[config.mk]
export PLATFORM = sky130hd
export DESIGN_NAME = modular_inverse_euclid
export DESIGN_NICKNAME = d
export VERILOG_FILES = /design/src/hw/rtl/mie_pkg.sv /design/src/hw/rtl/modular_inverse_euclid.sv /design/src/hw/rtl/mie_front.sv /design/src/hw/rtl/mie_divider.sv /design/src/hw/rtl/mie_back.sv
export SDC_FILE = /design/constraint.sdc
export NUM_CORES = 2
export LEC_CHECK = 0
export BUFFER_PORTS_ARGS = -buffer_cell sky130_fd_sc_hd__buf_2
export CAP_MARGIN = 20
export CORE_MARGIN = 8
export CORE_UTILIZATION = 35
export DETAILED_ROUTE_END_ITERATION = 8
export PLACE_DENSITY = 0.55
export SLEW_MARGIN = 20
export SYNTH_ARGS = -nofsm -noshare
export SYNTH_HDL_FRONTEND = slang
export SYNTH_HIERARCHICAL = 1
export SYNTH_SLANG_ARGS = --single-unit
export TNS_END_PERCENT = 50
[constraint.sdc]
create_clock -name clk_i -period 14.5 [get_ports clk_i]
set_clock_uncertainty 0.05 [all_clocks]
set_input_delay 0.725 -clock clk_i [delete_from_list [all_inputs] [get_ports clk_i]]
set_output_delay 0.725 -clock clk_i [all_outputs]
set_load 0.02 [all_outputs]
[src/hw/rtl/mie_pkg.sv]
// ----------------------------------------------------------------------------
// Modular inverse package
// Shared widths, types and the item record that crosses the front/back queue.
// ----------------------------------------------------------------------------
package mie_pkg;

  localparam int unsigned ModBits   = 62;
  localparam int unsigned ValBits   = 64;
  localparam int unsigned MagBits   = 64;
  localparam int unsigned QDepth    = 2;
  localparam int unsigned QPtrBits  = 1;
  localparam int unsigned QCntBits  = 2;

  typedef enum logic [1:0] {
    KIND_ZERO  = 2'd0,   // answer is 0, not found
    KIND_ONE   = 2'd1,   // modulus one: 0, found
    KIND_SOLVE = 2'd2    // run the reduction and Euclid
  } kind_e;

  typedef struct packed {
    kind_e               kind;
    logic                neg;
    logic [MagBits-1:0]  mag;
    logic [ModBits-1:0]  modulus;
  } job_t;

  typedef enum logic [2:0] {
    ST_IDLE   = 3'd0,
    ST_RED    = 3'd1,
    ST_EUC    = 3'd2,
    ST_DIV    = 3'd3,
    ST_FIX    = 3'd4,
    ST_DONE   = 3'd5
  } back_state_e;

endpackage

[src/hw/rtl/modular_inverse_euclid.sv]
// ----------------------------------------------------------------------------
// Modular inverse by extended Euclid
// Inverse of a signed 64-bit value modulo a positive modulus below 2^62.
// ----------------------------------------------------------------------------
// Input side: drive value_i and modulus_i with push; the item is taken at a
// clock edge where full is low. A two-entry queue holds classified items.
// Result side: while empty is low, inverse_o and found_o hold the oldest
// result; pop takes it. Every item gives exactly one result.
// Modulus one or zero skips the divider and goes straight to the result.
// Otherwise the value is reduced on the bit-serial divider, and each Euclid
// round costs one divider pass plus a visit to the Euclid check state; the
// shared 64-bit divider sets how long an item takes.
// One item is worked at a time; a new item waits in the queue meanwhile.
// Reset clears the queue, the sequencer and the result valid flag.
// A stalled receiver holds the result; the back end then waits in its done
// state and the queue fills until full rises.
// ----------------------------------------------------------------------------
module modular_inverse_euclid import mie_pkg::*; (
  input  logic                      clk_i,
  input  logic                      rst_ni,
  input  logic                      push,
  output logic                      full,
  input  logic signed [ValBits-1:0] value_i,
  input  logic [ModBits-1:0]        modulus_i,
  output logic                      empty,
  input  logic                      pop,
  output logic [ModBits-1:0]        inverse_o,
  output logic                      found_o
);

  logic job_valid, job_take, res_valid;
  job_t job;

  mie_front u_front (
    .clk_i       (clk_i),
    .rst_ni      (rst_ni),
    .push_i      (push),
    .full_o      (full),
    .value_i     (value_i),
    .modulus_i   (modulus_i),
    .job_valid_o (job_valid),
    .job_take_i  (job_take),
    .job_o       (job)
  );

  mie_back u_back (
    .clk_i       (clk_i),
    .rst_ni      (rst_ni),
    .job_valid_i (job_valid),
    .job_take_o  (job_take),
    .job_i       (job),
    .res_valid_o (res_valid),
    .res_take_i  (pop && !empty),
    .inverse_o   (inverse_o),
    .found_o     (found_o)
  );

  assign empty = !res_valid;

  a_not_found_zero: assert property (@(posedge clk_i) disable iff (!rst_ni)
    (!empty && !found_o) |-> (inverse_o == '0))
    else $error("inverse nonzero without found");

  a_take_needs_valid: assert property (@(posedge clk_i) disable iff (!rst_ni)
    job_take |-> job_valid)
    else $error("queue read while empty");

  a_hold_on_stall: assert property (@(posedge clk_i) disable iff (!rst_ni)
    (!empty && !pop) |=> (!empty && $stable(inverse_o) && $stable(found_o)))
    else $error("result changed while stalled");

endmodule

[src/hw/rtl/mie_front.sv]
// ----------------------------------------------------------------------------
// Modular inverse front end
// Accept items, classify them and take the magnitude.
// ----------------------------------------------------------------------------
module mie_front import mie_pkg::*; (
  input  logic                      clk_i,
  input  logic                      rst_ni,
  input  logic                      push_i,
  output logic                      full_o,
  input  logic signed [ValBits-1:0] value_i,
  input  logic [ModBits-1:0]        modulus_i,
  output logic                      job_valid_o,
  input  logic                      job_take_i,
  output job_t                      job_o
);

  job_t                mem_q [QDepth];
  logic [QPtrBits-1:0] wr_q, rd_q;
  logic [QCntBits-1:0] cnt_q;
  job_t                job_in;
  logic                wr_en, rd_en;

  always_comb begin
    job_in.modulus = modulus_i;
    job_in.neg     = value_i[ValBits-1];
    job_in.mag     = value_i[ValBits-1] ? (~value_i + 64'd1) : value_i;
    if (modulus_i == '0) begin
      job_in.kind = KIND_ZERO;
    end else if (modulus_i == {{(ModBits-1){1'b0}}, 1'b1}) begin
      job_in.kind = KIND_ONE;
    end else begin
      job_in.kind = KIND_SOLVE;
    end
  end

  assign full_o      = (cnt_q == QCntBits'(QDepth));
  assign job_valid_o = (cnt_q != '0);
  assign wr_en       = push_i && !full_o;
  assign rd_en       = job_take_i && job_valid_o;
  assign job_o       = mem_q[rd_q];

  always_ff @(posedge clk_i) begin
    if (wr_en) mem_q[wr_q] <= job_in;
  end

  always_ff @(posedge clk_i or negedge rst_ni) begin
    if (!rst_ni) begin
      wr_q  <= '0;
      rd_q  <= '0;
      cnt_q <= '0;
    end else begin
      if (wr_en) wr_q <= wr_q + 1'b1;
      if (rd_en) rd_q <= rd_q + 1'b1;
      cnt_q <= cnt_q + QCntBits'(wr_en) - QCntBits'(rd_en);
    end
  end

endmodule

[src/hw/rtl/mie_divider.sv]
// ----------------------------------------------------------------------------
// Modular inverse divider
// Restoring divider, one quotient bit per cycle over 64 bits. Alongside it,
// form the quotient times a multiplicand, modulo 2^64, from the same bits.
// ----------------------------------------------------------------------------
module mie_divider import mie_pkg::*; (
  input  logic               clk_i,
  input  logic               rst_ni,
  input  logic               start_i,
  input  logic [MagBits-1:0] dividend_i,
  input  logic [MagBits-1:0] divisor_i,
  input  logic [MagBits-1:0] mul_i,
  output logic               done_o,
  output logic [MagBits-1:0] quot_o,
  output logic [MagBits-1:0] rem_o,
  output logic [MagBits-1:0] prod_o
);

  logic [MagBits-1:0] quot_q, quot_d, rem_q, rem_d, dvs_q, mul_q, acc_q, acc_d;
  logic [6:0]         cnt_q, cnt_d;
  logic               busy_q, busy_d, done_q, done_d;
  logic [MagBits:0]   trial;

  always_comb begin
    quot_d = quot_q;
    rem_d  = rem_q;
    acc_d  = acc_q;
    cnt_d  = cnt_q;
    busy_d = busy_q;
    done_d = 1'b0;
    trial  = {rem_q, quot_q[MagBits-1]} - {1'b0, dvs_q};
    if (start_i) begin
      quot_d = dividend_i;
      rem_d  = '0;
      acc_d  = '0;
      cnt_d  = 7'd64;
      busy_d = 1'b1;
    end else if (busy_q) begin
      // quotient bits arrive MSB first: double the product and add
      if (!trial[MagBits]) begin
        rem_d  = trial[MagBits-1:0];
        quot_d = {quot_q[MagBits-2:0], 1'b1};
        acc_d  = {acc_q[MagBits-2:0], 1'b0} + mul_q;
      end else begin
        rem_d  = {rem_q[MagBits-2:0], quot_q[MagBits-1]};
        quot_d = {quot_q[MagBits-2:0], 1'b0};
        acc_d  = {acc_q[MagBits-2:0], 1'b0};
      end
      cnt_d = cnt_q - 7'd1;
      if (cnt_q == 7'd1) begin
        busy_d = 1'b0;
        done_d = 1'b1;
      end
    end
  end

  always_ff @(posedge clk_i) begin
    quot_q <= quot_d;
    rem_q  <= rem_d;
    acc_q  <= acc_d;
    if (start_i) begin
      dvs_q <= divisor_i;
      mul_q <= mul_i;
    end
  end

  always_ff @(posedge clk_i or negedge rst_ni) begin
    if (!rst_ni) begin
      cnt_q  <= '0;
      busy_q <= 1'b0;
      done_q <= 1'b0;
    end else begin
      cnt_q  <= cnt_d;
      busy_q <= busy_d;
      done_q <= done_d;
    end
  end

  assign done_o = done_q;
  assign quot_o = quot_q;
  assign rem_o  = rem_q;
  assign prod_o = acc_q;

endmodule

[src/hw/rtl/mie_back.sv]
// ----------------------------------------------------------------------------
// Modular inverse back end
// Reduce the value, run extended Euclid on the shared divider, normalise.
// ----------------------------------------------------------------------------
module mie_back import mie_pkg::*; (
  input  logic               clk_i,
  input  logic               rst_ni,
  input  logic               job_valid_i,
  output logic               job_take_o,
  input  job_t               job_i,
  output logic               res_valid_o,
  input  logic               res_take_i,
  output logic [ModBits-1:0] inverse_o,
  output logic               found_o
);

  back_state_e        state_q, state_d;
  logic [MagBits-1:0] r_q, nr_q, t_q, nt_q, m_q;
  logic               neg_q;
  logic [ModBits-1:0] inv_q;
  logic               found_q, res_valid_q;

  logic               div_start, div_done;
  logic [MagBits-1:0] div_a, div_b, div_quot, div_rem, div_prod;
  logic               out_free;

  assign out_free = !res_valid_q || res_take_i;

  mie_divider u_div (
    .clk_i      (clk_i),
    .rst_ni     (rst_ni),
    .start_i    (div_start),
    .dividend_i (div_a),
    .divisor_i  (div_b),
    .mul_i      (nt_q),
    .done_o     (div_done),
    .quot_o     (div_quot),
    .rem_o      (div_rem),
    .prod_o     (div_prod)
  );

  // next state
  always_comb begin
    state_d = state_q;
    unique case (state_q)
      ST_IDLE: begin
        if (job_valid_i) begin
          state_d = (job_i.kind == KIND_SOLVE) ? ST_RED : ST_DONE;
        end
      end
      ST_RED:  if (div_done) state_d = ST_EUC;
      ST_EUC:  state_d = (nr_q == '0) ? ST_FIX : ST_DIV;
      ST_DIV:  if (div_done) state_d = ST_EUC;
      ST_FIX:  state_d = ST_DONE;
      ST_DONE: if (out_free) state_d = ST_IDLE;
      default: state_d = ST_IDLE;
    endcase
  end

  // outputs to the divider and queue
  always_comb begin
    job_take_o = (state_q == ST_IDLE) && job_valid_i;
    div_start  = 1'b0;
    div_a      = r_q;
    div_b      = nr_q;
    unique case (state_q)
      ST_IDLE: begin
        div_start = job_valid_i && (job_i.kind == KIND_SOLVE);
        div_a     = job_i.mag;
        div_b     = {{(MagBits-ModBits){1'b0}}, job_i.modulus};
      end
      ST_EUC:  div_start = (nr_q != '0);
      default: div_start = 1'b0;
    endcase
  end

  always_ff @(posedge clk_i) begin
    unique case (state_q)
      ST_IDLE: begin
        m_q     <= {{(MagBits-ModBits){1'b0}}, job_i.modulus};
        neg_q   <= job_i.neg;
        inv_q   <= '0;
        found_q <= (job_i.kind == KIND_ONE);
        t_q     <= '0;
        nt_q    <= 64'd1;
      end
      ST_RED: begin
        if (div_done) begin
          r_q  <= m_q;
          nr_q <= (neg_q && div_rem != '0) ? (m_q - div_rem) : div_rem;
        end
      end
      ST_DIV: begin
        if (div_done) begin
          // advance: r,nr and t,nt
          r_q  <= nr_q;
          nr_q <= div_rem;
          t_q  <= nt_q;
          nt_q <= t_q - div_prod;
        end
      end
      ST_FIX: begin
        found_q <= (r_q == 64'd1);
        inv_q   <= (r_q != 64'd1) ? '0 :
                   t_q[MagBits-1] ? ModBits'(t_q + m_q) : ModBits'(t_q);
      end
      default: ;
    endcase
  end

  always_ff @(posedge clk_i or negedge rst_ni) begin
    if (!rst_ni) begin
      state_q     <= ST_IDLE;
      res_valid_q <= 1'b0;
    end else begin
      state_q <= state_d;
      if (state_q == ST_DONE && out_free) begin
        res_valid_q <= 1'b1;
      end else if (res_take_i) begin
        res_valid_q <= 1'b0;
      end
    end
  end

  logic [ModBits-1:0] out_inv_q;
  logic               out_found_q;
  always_ff @(posedge clk_i) begin
    if (state_q == ST_DONE && out_free) begin
      out_inv_q   <= inv_q;
      out_found_q <= found_q;
    end
  end

  assign res_valid_o = res_valid_q;
  assign inverse_o   = out_inv_q;
  assign found_o     = out_found_q;

endmodule
== Word level (Yosys, flattened, before mapping) ==
Memory sizes are Yosys's and may differ from the RTL's.
Index checks and enable logic that the tools add are counted.

* Bits in registers: 782
* Memory bits (writable): 258
* Output and inout port bits: 65
* Memories: 1

* $add $sub $neg: 11
* Equal/unequal tests: 17
* Mux-type cells: 44
* Bitwise gates (word level): 1
* Reductions and logical operators: 25

{| class="wikitable"
|+ Memories
! memory !! depth !! bits a word !! rd ports !! clocked after Yosys merged registers in !! wr ports !! line !! source
|-
| u_front.mem_q || 2 || 129 || 1 || 0 || 1 || mie_front.sv:17 || <nowiki>job_t mem_q [QDepth];</nowiki>
|}

{| class="wikitable"
|+ Operators by type and width
! kind !! count
|-
| $mux 64 || 13
|-
| $pmux 64 s2 || 4
|-
| $mux 62 || 3
|-
| $reduce_bool 64->1 || 2
|-
| $pmux 62 s2 || 1
|-
| $sub 65x64->65 || 1
|-
| $add 64x1->64 const B || 1
|-
| $add 64x64->64 || 1
|-
| $eq 64x1->1 const B || 1
|-
| $logic_not 64->1 || 1
|-
| $ne 64x1->1 const B || 1
|-
| $not 64->64 || 1
|-
| $sub 62x64->64 || 1
|-
| $sub 64x64->64 || 1
|-
| $add 62x62->62 || 1
|-
| $eq 62x1->1 const B || 1
|-
| $logic_not 62->1 || 1
|-
| $mux 3 || 5
|-
| $pmux 3 s5 || 1
|-
| $mux 7 || 2
|-
| $reduce_bool 2->1 || 6
|-
| $mux 1 || 11
|-
| $eq 7x1->1 const B || 1
|-
| $logic_and 1x1->1 || 7
|-
| other kinds (19) || 30
|}

== Logic depth before layout (Yosys ltp) ==
* Word-level depth: 5
* Mapped depth: 16
* Gate-level depth less buffers: 14

== Hierarchy ==
Netlist, hierarchy kept.

{| class="wikitable"
|+ By module, submodules not included
! module !! times used !! cells each !! area each (um^2) !! sequential area each (um^2)
|-
| mie_back || 1 || 2972 || 29488.3 || 13462.9
|-
| mie_divider || 1 || 2123 || 19980.4 || 8553.2
|-
| mie_front || 1 || 664 || 11131.9 || 7847.5
|-
| modular_inverse_euclid || 1 || 2 || 10.0 || 0.0
|}

== Worst setup path before layout ==
OpenSTA, ideal clock, no wires.

* Path type: register -> register
* Start: reg u_back.state_q[2]
* End: reg u_back.u_div.quot_q[0], in the netlist u_back/u_div/quot_o[0], enable pin
* Arrival time: 11548 ps
* Required time: 14032 ps
* Setup slack: 2484 ps
* Stages on the path, launching flop included: 11
* Clock period less this slack: 12016 ps
* Path through: dfrtp_1 clkbuf_1 nor3_1 clkbuf_1 clkbuf_1 nand2_1 o22ai_1 clkbuf_1 nor2_1 clkbuf_1 inv_1

* Longest elaborated chain between the ends: 3
* Elaborated cells between the ends (all ways): 4
* Those cells by class: eq/ne (1); mux (1); reduce/logical (2)

{| class="wikitable"
|+ RTL lines
! element !! line !! source
|-
| from (decl) || mie_back.sv:17 || <nowiki>back_state_e state_q, state_d;</nowiki>
|-
| from (signal assigned) || mie_back.sv:116 || <nowiki>state_q <= state_d;</nowiki>
|-
| $eq 3x2->1 or $logic_not 3->1 (tied branches) || mie_back.sv:66 || <nowiki>unique case (state_q)</nowiki>
|-
| $pmux 1 s2 * || mie_back.sv:66 ||
|-
| net u_back.div_start || mie_back.sv:23 || <nowiki>logic div_start, div_done;</nowiki>
|-
| $reduce_bool 2->1 (no line) * || -- ||
|-
| to (signal assigned) || mie_divider.sv:58 || <nowiki>quot_q <= quot_d;</nowiki>
|-
| to (decl) || mie_divider.sv:19 || <nowiki>logic [MagBits-1:0] quot_q, quot_d, rem_q, rem_d, dvs_q, mul_q, acc_q, acc_d;</nowiki>
|}

Mark *: on every way through the listed nets, which the timed path passes. The rest lies on a longest branch.
A chain may end at the register's enable or synchronous reset.

== Worst setup path after layout ==
* Start: reg u_back.u_div.quot_q[63], in the netlist u_back/u_div/quot_o[63]
* End: reg u_back.u_div.acc_q[8], in the netlist u_back/u_div/prod_o[8]

* Longest elaborated chain between the ends: 2

{| class="wikitable"
|+ RTL lines
! element !! line !! source
|-
| $sub 65x64->65 || mie_divider.sv:31 || <nowiki>trial = {rem_q, quot_q[MagBits-1]} - {1'b0, dvs_q};</nowiki>
|-
| $mux 64 || mie_divider.sv:40 || <nowiki>if (!trial[MagBits]) begin</nowiki>
|-
| to (signal assigned) || mie_divider.sv:60 || <nowiki>acc_q <= acc_d;</nowiki>
|-
| to (decl) || mie_divider.sv:19 ||
|}

Every way passes these cells.

==> metrics.md <==
| Metric | Value |
|---|---|
| Seq. cell area | 29900 µm² |
| Layout area overhead | 12.0% |
| Logic depth of the worst path, buffers included | 17 |
| Flip-flop and latch count after synthesis | 1040 |
| Number of flops mapped to enable cells by yosys | 895 |
| Count of vias placed by the detailed router | 45176 |
| Count of input and output buffers | 194 |
| Share of async-settable or async-resettable flops after synthesis | 0.0163 |
| Core occupancy in the finished layout | 0.395 |
| Violation count after the first detailed-route iteration | 3663 |
| Clock transition at the registers of the reported paths | 60 ps |
| TritonCTS buffer count | 114 |
| Floorplan Core Area | 172000 µm² |
| Routed wire length | 193 mm |
| Critical path's most frequent cell | sky130_fd_sc_hd__buf_4 |
| Insertion delay of the later-clocked pin in the worst-skew pair | 780 ps |
| Post-DRT Antenna Nets | 0 |
| Count of placed standard cells including taps | 8049 |
| Clock root buffer | sky130_fd_sc_hd__clkbuf_16 |
| Post-DR vias/cell | 5.46 |
| CTS tree | yes |
| Run status | finished, final reports clean |
| Fin. max-slew vios | 0 |
| Clock period minus final worst setup slack | 6000 ps |
| Overall die height | 432 µm |
| Number of global-route vias before repair | 43740 |
| Crit path DAT | 6500 ps |
| Pwr dens | 269 nW/µm² |
| Final weighted congestion in routability-driven placement | 0.947 |
| Most used flip-flop cell after synthesis | sky130_fd_sc_hd__edfxtp_1 |
| DP HPWL | 147 mm |
| Register area share after synthesis | 0.493 |
| Worst vdd ir | 0.000143 V |
| Leakage dissipation | 25.8 nW |
| Worst min-delay path class | in -> reg |
| Wire length per cell after detailed routing | 23.4 µm |
| Max_cap viols | 0 |
| Crit-path max FO | 75 |
| Global-route wire length before repair | 285 mm |
| Length in cells of the worst reg-to-reg path | 17 |
| Area occupied by multi-input gates | 28700 µm² |
| Initial core utilization | 0.353 |
| Largest delay contributor family on the critical path | buffers and inverters |
| Post-synthesis instance area | 60600 µm² |
| Number of failing hold endpoints at the final stage | 0 |
| Share of the synthesized area in the top cell type | 0.443 |
| Nets | 6308 |
| Worst setup EP type | flip-flop |
| Maximum number of pins on one net before global-route repair | 77 |
| Number of top-level pins | 195 |
| Number of warnings reported in the yosys synthesis log | 6 |
| DRC violation count after routing | 0 |
| Max Fclk | 167 MHz |
| Post-layout instance count excluding filler cells | 8268 |
| Setup Total Neg Slack | 0 ps |
| H-Tree Depth | 3 |
| Sinks on Clock Net | 1040 |
| Worst Path Required | 15000 ps |
| Horiz. Die Dim | 432 µm |
| Critical path, cell by cell | inv_1 > ha_1 > fa_1 > nor2b_1 > o2111ai_1 > a31o_2 > a31oi_1 > a21oi_1 > a21oi_1 > o211ai_1 > o211ai_4 > buf_4 > buf_4 > buf_4 > mux2_2 > mux2i_1 > nor2_1 |
| Min-Delay Path Depth | 1 |
| Hold buffer count at cts | 1 |
| Antenna violations before repair | 12 |
| Number of flip-flops in the largest register | 258 |
| Grt total ovfl | 0 |
| Number of detailed-routing iterations run before antenna repair | 6 |
| Number of gates given a new drive strength after cts | 0 |
| Sum of buffers and inverters on the critical path | 4 |
| Post-Syn Nets | 6213 |
| Biggest area contributors in the synthesized netlist | sky130_fd_sc_hd__edfxtp_1, sky130_fd_sc_hd__ha_1, sky130_fd_sc_hd__mux2_2 |
| Fraction of layout cells with a size suffix above 1 | 0.140 |
| Post-route cell area | 67900 µm² |
| Kind of critical path | reg -> reg |
| Gate count after technology mapping | 5761 |
| Post-synth top area cell | sky130_fd_sc_hd__edfxtp_1 |
| Relative slew slack | 0.216 |
| Fillcell total | 16831 |
| Total die area | 187000 µm² |
| Total global routing track utilization | 0.199 |
| Cell Rows | 152 |
| Setup repair after global routing missed its margin | no |
| Cell with the largest stage delay on the worst path | sky130_fd_sc_hd__buf_4 |
| Syn avg cell area | 10.5 µm² |
| Critical path's largest stage delay | 810 ps |
| Total cell area at the placement stage | 63900 µm² |
| Setup Viol. Count Final | 0 |
| Count of different cell masters after synthesis | 103 |
| Setup crit start kind | flip-flop |
| Post-CTS Setup Bufs | 0 |
| Worst slew pin tran | 1180 ps |
| Register with the most flip-flops | u_front/mem_q |
| Final Cycle Share | 0.414 |
| Clock Tree Buf Depth | 3 |
cell type report:
cell class	count	area share
flip-flops and latches	1040	0.440
multi-input cells	4164	0.422
clock buffers	131	0.0437
well taps	2310	0.0426
repair buffers	243	0.0198
inverters	293	0.0162
clock inverters	82	0.0150
diodes	5	0.000184
report_power, final:
group | switching (W) | internal (W)
registers | 0.000766 | 0.00454
logic | 0.00611 | 0.00373
clock network | 0.00130 | 0.00180
total | 0.00817 | 0.0101
cell usage after synthesis (13+ instances only):
library cell / count
sky130_fd_sc_hd__a211oi_1: 124
sky130_fd_sc_hd__a21o_1: 175
sky130_fd_sc_hd__a21oi_1: 457
sky130_fd_sc_hd__a22oi_1: 17
sky130_fd_sc_hd__a31oi_1: 48
sky130_fd_sc_hd__and2_1: 85
sky130_fd_sc_hd__and3_1: 34
sky130_fd_sc_hd__buf_1: 15
sky130_fd_sc_hd__buf_2: 30
sky130_fd_sc_hd__clkbuf_1: 211
sky130_fd_sc_hd__dfrtp_1: 17
sky130_fd_sc_hd__dfxtp_1: 128
sky130_fd_sc_hd__edfxtp_1: 895
sky130_fd_sc_hd__ha_1: 317
sky130_fd_sc_hd__inv_1: 292
sky130_fd_sc_hd__mux2_2: 325
sky130_fd_sc_hd__mux2i_1: 80
sky130_fd_sc_hd__nand2_1: 532
sky130_fd_sc_hd__nand2b_1: 30
sky130_fd_sc_hd__nand3_1: 72
sky130_fd_sc_hd__nand4_1: 93
sky130_fd_sc_hd__nor2_1: 469
sky130_fd_sc_hd__nor2b_1: 36
sky130_fd_sc_hd__nor3_1: 74
sky130_fd_sc_hd__nor4_1: 80
sky130_fd_sc_hd__o211ai_1: 14
sky130_fd_sc_hd__o21a_1: 41
sky130_fd_sc_hd__o21ai_0: 276
sky130_fd_sc_hd__o21ai_1: 32
sky130_fd_sc_hd__o21bai_1: 61
sky130_fd_sc_hd__o31a_1: 13
sky130_fd_sc_hd__o31ai_1: 46
sky130_fd_sc_hd__o41ai_1: 13
sky130_fd_sc_hd__or2_2: 15
sky130_fd_sc_hd__or3_1: 29
sky130_fd_sc_hd__or4_1: 35
sky130_fd_sc_hd__xnor2_1: 226
sky130_fd_sc_hd__xor2_1: 124
cells by family (layout without fill, tap and decap cells):
group,count (synthesis),in the layout,synth area share
AND/OR/NAND/NOR,1626,1626,0.126
AO/OA/AOI/OAI,1461,1461,0.154
flip-flops,1040,1040,0.493
buffers and inverters,557,749,0.0357
multiplexers,405,405,0.0736
XOR/XNOR,350,350,0.0506
adder cells (fa/ha/maj),322,322,0.0671
other,0,5,0
stage by stage:
stage / power (W) / hold WS, ps / setup WS (ps)
2_1_floorplan: 0.0122 / 350 / 2480
3_5_place_dp: 0.0151 / 355 / 8690
5_1_grt: 0.0195 / 69.1 / 8100
3_3_place_gp: 0.0151 / 354 / 8700
4_1_cts: 0.0183 / 33.4 / 8570
6_report: 0.0182 / 106 / 8500
path summary, 6_finish.rpt:
check | from | end | slack, ps
min reg2reg | u_back/inv_q[25]$_SDFFCE_PP0P_ | u_back/inverse_o[25]$_DFFE_PP_ | 330
max reg2reg | u_back/u_div/quot_o[63]$_DFFE_PP_ | u_back/u_div/prod_o[8]$_SDFFE_PP0P_ | 8500
max in group asynchronous | rst_ni | u_back/u_div/cnt_q[0]$_DFFE_PN0P_ | 13680
max | u_back/u_div/quot_o[63]$_DFFE_PP_ | u_back/u_div/prod_o[8]$_SDFFE_PP0P_ | 8500
min in group asynchronous | rst_ni | u_back/res_valid_o$_DFFE_PN0P_ | 380
min | modulus_i[41] | u_front/mem_q[1][41]$_DFFE_PP_ | 110
cell usage in the layout, fill, tap and decap left out, types with 193 or more instances in the layout:
| cell | instances |
|---|---|
| sky130_fd_sc_hd__o21ai_0 | 276 |
| sky130_fd_sc_hd__inv_1 | 291 |
| sky130_fd_sc_hd__nand2_1 | 532 |
| sky130_fd_sc_hd__ha_1 | 317 |
| sky130_fd_sc_hd__xnor2_1 | 226 |
| sky130_fd_sc_hd__mux2_2 | 325 |
| sky130_fd_sc_hd__nor2_1 | 465 |
| sky130_fd_sc_hd__buf_2 | 193 |
| sky130_fd_sc_hd__edfxtp_1 | 895 |
| sky130_fd_sc_hd__a21oi_1 | 457 |
metal layers:
layer	up-vias	GRT usage	routed length [µm]
met3	259	0.0239	9050
li1	21536	-	-
met2	1173	0.340	93500
met5	-	0	34
met4	6	0.0640	6190
met1	22202	0.262	84300
worst reg2reg max path: stages, from the launching register on:
cell	delay [ps]
sky130_fd_sc_hd__edfxtp_1	330
sky130_fd_sc_hd__inv_1	50
sky130_fd_sc_hd__ha_1	220
sky130_fd_sc_hd__fa_1	410
sky130_fd_sc_hd__nor2b_1	210
sky130_fd_sc_hd__o2111ai_1	160
sky130_fd_sc_hd__a31o_2	300
sky130_fd_sc_hd__a31oi_1	280
sky130_fd_sc_hd__a21oi_1	200
sky130_fd_sc_hd__a21oi_1	460
sky130_fd_sc_hd__o211ai_1	200
sky130_fd_sc_hd__o211ai_4	130
sky130_fd_sc_hd__buf_4	610
sky130_fd_sc_hd__buf_4	820
sky130_fd_sc_hd__buf_4	750
sky130_fd_sc_hd__mux2_2	440
sky130_fd_sc_hd__mux2i_1	130
sky130_fd_sc_hd__nor2_1	50
(Power assumes the default switching activity.)
